==> src/rtl/spq_pkg.sv <==
`timescale 1ns / 1ps
// ----------------------------------------------------------------------------
// spq_pkg
// Shared types and codes for the stable priority queue.
// ----------------------------------------------------------------------------
package spq_pkg;

    localparam logic REQ_INSERT = 1'b0;
    localparam logic REQ_REMOVE = 1'b1;

    localparam int TAG_W   = 16;
    localparam int PRIO_W  = 8;
    localparam int COUNT_W = 5;

    typedef struct packed {
        logic              req_type;
        logic [TAG_W-1:0]  proc_tag;
        logic [PRIO_W-1:0] prio_value;
    } t_in_item;

    typedef struct packed {
        logic               got_entry;
        logic [TAG_W-1:0]   out_tag;
        logic [PRIO_W-1:0]  out_prio;
        logic               underflow;
        logic               overflow;
        logic [COUNT_W-1:0] entry_count;
        logic [TAG_W-1:0]   tail_tag;
    } t_out_item;

    typedef struct packed {
        logic [TAG_W-1:0]  tag;
        logic [PRIO_W-1:0] prio;
    } t_slot;

    typedef struct packed {
        logic gt;       // stored priority strictly above the new one
        logic at_last;  // index is the tail slot
        logic at_zero;  // index is the head slot
    } t_cmp_res;

endpackage

==> src/rtl/spq_store.sv <==
`timescale 1ns / 1ps
// ----------------------------------------------------------------------------
// spq_store
// Slot memory: one write port, one read port with registered read data.
// ----------------------------------------------------------------------------
module spq_store
    import spq_pkg::*;
#(
    parameter int DEPTH = 16,
    parameter int AW    = 4
) (
    input  logic          i_clk,
    input  logic          i_we,
    input  logic [AW-1:0] i_waddr,
    input  t_slot         i_wdata,
    input  logic [AW-1:0] i_raddr,
    output t_slot         o_rdata
);

    t_slot r_mem [DEPTH];
    t_slot r_rdata;

    always_ff @(posedge i_clk) begin
        if (i_we) begin
            r_mem[i_waddr] <= i_wdata;
        end
        r_rdata <= r_mem[i_raddr];
    end

    assign o_rdata = r_rdata;

endmodule

==> src/rtl/spq_cmp.sv <==
`timescale 1ns / 1ps
// ----------------------------------------------------------------------------
// spq_cmp
// Shared compare unit: priority order and scan position checks.
// ----------------------------------------------------------------------------
module spq_cmp
    import spq_pkg::*;
#(
    parameter int AW = 4
) (
    input  logic [PRIO_W-1:0] i_slot_prio,
    input  logic [PRIO_W-1:0] i_new_prio,
    input  logic [AW-1:0]     i_idx,
    input  logic [AW-1:0]     i_last_idx,
    output t_cmp_res          o_res
);

    always_comb begin
        o_res.gt      = (i_slot_prio > i_new_prio);
        o_res.at_last = (i_idx == i_last_idx);
        o_res.at_zero = (i_idx == '0);
    end

endmodule

==> src/rtl/stable_priority_queue.sv <==
`timescale 1ns / 1ps
// Sequence: an insert scans tail to head, moving each larger-priority entry back a
//   slot, then writes the head slot if it lands there; a remove scans head to tail,
//   moving entries forward. Each scan step is a memory read then a compare.
// Throughput: one request at a time; the next is taken once the result
//   is issued, and a stalled result holds the block in its final state.
// Reset: synchronous, active low; queue emptied, slot memory left as is.
// ----------------------------------------------------------------------------
// stable_priority_queue
// Bounded sorted queue, smallest priority first, equal priorities in arrival
// order, served by a sequencer over one slot memory and one compare unit.
// ----------------------------------------------------------------------------
module stable_priority_queue
    import spq_pkg::*;
#(
    parameter int QUEUE_DEPTH = 16,
    parameter int PRIO_BITS   = 8
) (
    input  logic      i_clk,
    input  logic      i_rst_n,
    input  logic      i_in_valid,
    output logic      o_in_stall,
    input  t_in_item  i_in_data,
    output logic      o_out_valid,
    input  logic      i_out_stall,
    output t_out_item o_out_data
);

    localparam int AW = (QUEUE_DEPTH > 1) ? $clog2(QUEUE_DEPTH) : 1;
    localparam int CW = $clog2(QUEUE_DEPTH + 1);
    localparam logic [PRIO_W-1:0] PRIO_MASK =
        (PRIO_BITS >= PRIO_W) ? {PRIO_W{1'b1}} : PRIO_W'((64'd1 << PRIO_BITS) - 64'd1);

    typedef enum logic [4:0] {
        S_IDLE = 5'b00001,
        S_RD   = 5'b00010,
        S_EV   = 5'b00100,
        S_HEAD = 5'b01000,
        S_DONE = 5'b10000
    } t_state;

    t_state            r_state, n_state;
    logic [CW-1:0]     r_count, n_count;
    logic [AW-1:0]     r_idx, n_idx;
    logic              r_req, n_req;
    logic              r_first, n_first;
    t_slot             r_new, n_new;
    logic [TAG_W-1:0]  r_tail, n_tail;
    logic              r_got, n_got;
    logic [TAG_W-1:0]  r_otag, n_otag;
    logic [PRIO_W-1:0] r_oprio, n_oprio;
    logic              r_under, n_under;
    logic              r_over, n_over;
    logic              r_out_valid, n_out_valid;
    t_out_item         r_out, n_out;

    logic          mem_we;
    logic [AW-1:0] mem_waddr;
    t_slot         mem_wdata;
    t_slot         mem_rdata;
    t_cmp_res      cmp;
    logic [AW-1:0] last_idx;
    t_slot         in_slot;

    assign last_idx      = AW'(r_count - CW'(1));
    assign in_slot.tag   = i_in_data.proc_tag;
    assign in_slot.prio  = i_in_data.prio_value & PRIO_MASK;

    spq_store #(
        .DEPTH (QUEUE_DEPTH),
        .AW    (AW)
    ) u_store (
        .i_clk   (i_clk),
        .i_we    (mem_we),
        .i_waddr (mem_waddr),
        .i_wdata (mem_wdata),
        .i_raddr (r_idx),
        .o_rdata (mem_rdata)
    );

    spq_cmp #(
        .AW (AW)
    ) u_cmp (
        .i_slot_prio (mem_rdata.prio),
        .i_new_prio  (r_new.prio),
        .i_idx       (r_idx),
        .i_last_idx  (last_idx),
        .o_res       (cmp)
    );

    always_comb begin
        n_state     = r_state;
        n_count     = r_count;
        n_idx       = r_idx;
        n_req       = r_req;
        n_first     = r_first;
        n_new       = r_new;
        n_tail      = r_tail;
        n_got       = r_got;
        n_otag      = r_otag;
        n_oprio     = r_oprio;
        n_under     = r_under;
        n_over      = r_over;
        n_out_valid = r_out_valid & i_out_stall;
        n_out       = r_out;
        mem_we      = 1'b0;
        mem_waddr   = '0;
        mem_wdata   = r_new;

        case (r_state)
            S_IDLE: begin
                if (i_in_valid) begin
                    n_req   = i_in_data.req_type;
                    n_new   = in_slot;
                    n_first = 1'b1;
                    n_got   = 1'b0;
                    n_otag  = '0;
                    n_oprio = '0;
                    n_under = 1'b0;
                    n_over  = 1'b0;
                    if (i_in_data.req_type == REQ_INSERT) begin
                        if (r_count == CW'(QUEUE_DEPTH)) begin
                            n_over  = 1'b1;
                            n_state = S_DONE;
                        end else if (r_count == '0) begin
                            mem_we    = 1'b1;
                            mem_waddr = '0;
                            mem_wdata = in_slot;
                            n_tail    = in_slot.tag;
                            n_count   = r_count + CW'(1);
                            n_state   = S_DONE;
                        end else begin
                            n_idx   = last_idx;
                            n_state = S_RD;
                        end
                    end else begin
                        if (r_count == '0) begin
                            n_under = 1'b1;
                            n_state = S_DONE;
                        end else begin
                            n_idx   = '0;
                            n_state = S_RD;
                        end
                    end
                end
            end
            S_RD: begin
                n_state = S_EV;
            end
            S_EV: begin
                n_first = 1'b0;
                if (r_req == REQ_INSERT) begin
                    mem_we    = 1'b1;
                    mem_waddr = r_idx + AW'(1);
                    if (cmp.gt) begin
                        mem_wdata = mem_rdata;
                        if (cmp.at_zero) begin
                            n_state = S_HEAD;
                        end else begin
                            n_idx   = r_idx - AW'(1);
                            n_state = S_RD;
                        end
                    end else begin
                        mem_wdata = r_new;
                        if (r_first) begin
                            n_tail = r_new.tag;
                        end
                        n_count = r_count + CW'(1);
                        n_state = S_DONE;
                    end
                end else begin
                    if (r_first) begin
                        n_got   = 1'b1;
                        n_otag  = mem_rdata.tag;
                        n_oprio = mem_rdata.prio;
                    end else begin
                        mem_we    = 1'b1;
                        mem_waddr = r_idx - AW'(1);
                        mem_wdata = mem_rdata;
                    end
                    if (cmp.at_last) begin
                        n_count = r_count - CW'(1);
                        n_state = S_DONE;
                    end else begin
                        n_idx   = r_idx + AW'(1);
                        n_state = S_RD;
                    end
                end
            end
            S_HEAD: begin
                mem_we    = 1'b1;
                mem_waddr = '0;
                mem_wdata = r_new;
                n_count   = r_count + CW'(1);
                n_state   = S_DONE;
            end
            S_DONE: begin
                if (!r_out_valid || !i_out_stall) begin
                    n_out.got_entry   = r_got;
                    n_out.out_tag     = r_otag;
                    n_out.out_prio    = r_oprio;
                    n_out.underflow   = r_under;
                    n_out.overflow    = r_over;
                    n_out.entry_count = COUNT_W'(r_count);
                    n_out.tail_tag    = (r_count == '0) ? '0 : r_tail;
                    n_out_valid       = 1'b1;
                    n_state           = S_IDLE;
                end
            end
            default: begin
                n_state = S_IDLE;
            end
        endcase
    end

    always_ff @(posedge i_clk) begin
        if (!i_rst_n) begin
            r_state     <= S_IDLE;
            r_count     <= '0;
            r_out_valid <= 1'b0;
        end else begin
            r_state     <= n_state;
            r_count     <= n_count;
            r_out_valid <= n_out_valid;
        end
    end

    always_ff @(posedge i_clk) begin
        r_idx   <= n_idx;
        r_req   <= n_req;
        r_first <= n_first;
        r_new   <= n_new;
        r_tail  <= n_tail;
        r_got   <= n_got;
        r_otag  <= n_otag;
        r_oprio <= n_oprio;
        r_under <= n_under;
        r_over  <= n_over;
        r_out   <= n_out;
    end

    assign o_in_stall  = (r_state != S_IDLE);
    assign o_out_valid = r_out_valid;
    assign o_out_data  = r_out;

    a_count_bound: assert property (@(posedge i_clk) disable iff (!i_rst_n)
        r_count <= CW'(QUEUE_DEPTH))
        else $error("entry count beyond queue depth");

    a_busy_after_accept: assert property (@(posedge i_clk) disable iff (!i_rst_n)
        (i_in_valid && !o_in_stall) |=> o_in_stall)
        else $error("input taken again before request finished");

    a_flags_exclusive: assert property (@(posedge i_clk) disable iff (!i_rst_n)
        o_out_valid |-> !(o_out_data.got_entry && o_out_data.underflow))
        else $error("entry returned on underflow");

    a_overflow_full: assert property (@(posedge i_clk) disable iff (!i_rst_n)
        (o_out_valid && o_out_data.overflow)
            |-> (o_out_data.entry_count == COUNT_W'(QUEUE_DEPTH)))
        else $error("overflow flagged with space left");

endmodule
==> config.mk <==
export PLATFORM = sky130hd
export DESIGN_NAME = stable_priority_queue
export DESIGN_NICKNAME = d
export VERILOG_FILES = /design/src/rtl/spq_pkg.sv /design/src/rtl/spq_store.sv /design/src/rtl/spq_cmp.sv /design/src/rtl/stable_priority_queue.sv
export SDC_FILE = /design/constraint.sdc
export NUM_CORES = 1
export LEC_CHECK = 0
export ABC_AREA = 1
export BUFFER_PORTS_ARGS = -buffer_cell sky130_fd_sc_hd__buf_4
export CAP_MARGIN = 30
export CELL_PAD_IN_SITES_DETAIL_PLACEMENT = 2
export CELL_PAD_IN_SITES_GLOBAL_PLACEMENT = 2
export CORE_MARGIN = 1.5
export CORE_UTILIZATION = 26
export CTS_BUF_LIST = sky130_fd_sc_hd__clkbuf_16
export DETAILED_ROUTE_END_ITERATION = 8
export GPL_TIMING_DRIVEN = 0
export PLACE_DENSITY_LB_ADDON = 0.1
export SLEW_MARGIN = 15
export SYNTH_ARGS = -nofsm -noshare
export SYNTH_HDL_FRONTEND = slang
export SYNTH_SLANG_ARGS = --single-unit
==> constraint.sdc <==
create_clock -name i_clk -period 5.12 [get_ports i_clk]
set_input_delay 0.256 -clock i_clk [delete_from_list [all_inputs] [get_ports i_clk]]
set_output_delay 0.256 -clock i_clk [all_outputs]
set_load 0.05 [all_outputs]
==> metrics.md <==
| Metric | Value |
|---|---|
| Crit path largest cell delay | `0.54 ns` |
| Total Die Area | `0.0853 mm2` |
| Placer Congestion | `0.798` |
| Count of cells resized by post-cts repair | `0` |
| Register bit total from synthesis | `540` |
| Site Rows | `105` |
| Final setup vio count | `0` |
| Clk buf depth | `3` |
| CTS tree | `built` |
| Largest net degree at the start of global routing | `26` |
| I/O pin count | `79` |
| Ys flop type | `edfxtp_1` |
| Final Hold Viols | `0` |
| CP Buf/Inv Count | `6` |
| Synth area leader | `edfxtp_1` |
| Vias per Instance | `4.78` |
| Syn_nets | `1791` |
| Initial core utilization | `0.264` |
| Number of enable flip-flop cells after synthesis | `505` |
| Worst Path Required | `5.42 ns` |
| Routed vias | `14779` |
| Least-Margin Pin Slew | `0.954 ns` |
| Nets@finish | `2007` |
| DP HPWL | `56200 um` |
| Cts bufs inserted | `67` |
| Area of the mapped netlist | `0.0217 mm2` |
| Hold Crit Class | `in -> reg` |
| Clk_lat worst skew | `0.60 ns` |
| First-pass GRT wire length | `115000 um` |
| Area delta synth->final | `24.2%` |
| Critical Path Sink Type | `register` |
| Largest cells by area after synthesis | `edfxtp_1 70%, o21ai_0 5.3%, nor2_1 4.6%` |
| Crit-path cells | `buf_2 -> inv_1 -> buf_2 -> clkbuf_1 -> ha_1 -> xnor2_1 -> nor2_4 -> inv_1 -> nand2_1 -> nor2_4 -> buf_16` |
| Cell variety after synth | `38` |
| Share of cells above drive strength 1 | `0.146` |
| Commonest cells after routing, fill and taps aside | `505 x edfxtp_1, 250 x nor2_1, 229 x o21ai_0` |
| CP max FO | `13` |
| Static Leak | `9.44 nW` |
| Slowest cell on crit path | `nor2_4` |
| Die width | `292 um` |
| Fin crit period | `4.44 ns` |
| Most common cell after layout, fill and taps aside | `edfxtp_1` |
| Clock Sinks | `540` |
| Avg Cell Area, Syn | `12.4 um2` |
| PD cells | `652 mW/mm2` |
| Core area | `0.0824 mm2` |
| CTS Root Cell | `clkbuf_16` |
| Yosys synthesis warning count | `0` |
| Post-Route Skew | `0.0198 ns` |
| Crit Path Class | `reg -> reg` |
| CTS Hold Buffers Added | `27` |
| Per-cell routed wire length | `25.4 um` |
| Fin crit share | `0.868` |
| Worst relative slew slack | `0.362` |
| Port-buffer cells | `78` |
| Placed insts | `2930` |
| Initial antenna violation count | `1` |
| Clock Pin Slew Worst Setup and Hold Paths | `0.06 ns` |
| Final slew viol count | `0` |
| Final ANT Viol Nets | `0` |
| Crit-path leading delay family | `buffers and inverters` |
| Synth Instances | `1748` |
| Residual DRC count | `0` |
| Outcome | `complete, no violations` |
| Post-detailed-routing wire length | `78600 um` |
| Vias in the first global route | `16177` |
| Crit start category | `register` |
| Total GRT Usage | `0.185` |
| Max_cap viols | `0` |
| Setup Fix Bufs, Post-CTS | `0` |
| Post-Layout Cell Count | `3090` |
| Worst hold slack | `0.148 ns` |
| Critical Path AT | `4.74 ns` |
| 1st-iter DRT viols | `901` |
| Max IR drop VDD | `0.000280 V` |
| Post-synthesis async set-or-reset flop share | `0` |
| Global route total overflow | `0` |
| RSZ-0062 raised after global routing | `false` |
| Register area share after synthesis | `0.730` |
| Yosys top cell area share | `0.698` |
| Die Height | `292 um` |
| Drt pass-1 iters | `5` |
| CTS H-tree depth | `3` |
| Fmax | `225 MHz` |
==> sequential cells by signal, summed over array words and instances, names as in the netlist, 5 cells and up <==
name / count
o_out_data: 48
r_count: 5
r_new: 24
r_oprio: 8
r_otag: 16
r_state: 5
r_tail: 16
u_store.o_rdata: 24
u_store.r_mem: 384
==> tightest hold or removal path: stages <==
cell	delay [ns]
buf_4	0.09
nor2_1	0.09
o21ai_0	0.19
nand2_1	0.06
==> through the flow <==
step | power, W | util | worst slack (ns) | TNS (ns) | area, um2
2_1_floorplan | 0.00964 | - | 1.45 | 0 | 21700
4_1_cts | 0.0178 | 0.326 | 0.612 | 0 | 26900
5_1_grt | 0.0186 | 0.327 | 0.450 | 0 | 27000
6_report | 0.0176 | 0.328 | 0.676 | 0 | 27000
3_5_place_dp | 0.0129 | 0.296 | 0.619 | 0 | 24400
3_3_place_gp | 0.0126 | 0.287 | -0.946 | -260.89 | 23600
==> routing by layer <==
| layer | vias up | track usage | wire length [um] |
|---|---|---|---|
| met5 | - | 0 | 0 |
| met4 | 0 | 0.0461 | 1460 |
| met3 | 90 | 0.0230 | 2240 |
| met2 | 232 | 0.319 | 38700 |
| met1 | 7703 | 0.246 | 36200 |
| li1 | 6754 | - | - |
==> power by group <==
| part | switching, W | internal [W] | leakage, nW | total, W |
|---|---|---|---|---|
| combinational | 0.00487 | 0.00156 | 3.39 | 0.00643 |
| clock | 0.00195 | 0.00286 | 1.13 | 0.00480 |
| sequential | 0.000205 | 0.00615 | 4.91 | 0.00635 |
| total | 0.00702 | 0.0106 | 9.44 | 0.0176 |
==> layout make-up <==
type / count / area (um2)
Sequential cell: 540 / 15900
Tap cell: 1070 / 1340
Clock buffer: 69 / 1730
Antenna cell: 2 / 5.00
Buffer: 99 / 440
Fill cell: 8598 / 55400
Clock inverter: 54 / 482
Inverter: 106 / 398
Timing Repair Buffer: 147 / 1550
Multi-Input combinational cell: 1003 / 5170
==> cell families after synthesis <==
family,share of synthesized area
XOR/XNOR,0.00403
flip-flops,0.730
adder cells (fa/ha/maj),0.00807
AO/OA/AOI/OAI,0.0996
buffers and inverters,0.0386
AND/OR/NAND/NOR,0.119
==> path summary, 6_finish.rpt <==
kind,from,end,slack [ns],cells past startpoint
max,r_idx[1],u_store.r_mem[9][4],0.68,11
max reg2reg,r_idx[1],u_store.r_mem[9][4],0.68,11
min reg2reg,r_otag[6],o_out_data[37],0.42,0
min,i_in_valid,r_state[0],0.15,4
==> synthesized netlist by cell type, types with 9 or more instances <==
cell type / instances
nand3_1: 77
inv_1: 99
buf_2: 25
o21ai_0: 229
nand2_1: 212
edfxtp_1: 505
o221ai_1: 33
nor2_1: 267
ha_1: 14
o211ai_1: 19
clkbuf_1: 61
nand3b_1: 9
dfxtp_1: 35
o22ai_1: 68
a21oi_1: 18
nand4_1: 13
Power figures use the tool's default switching activity.
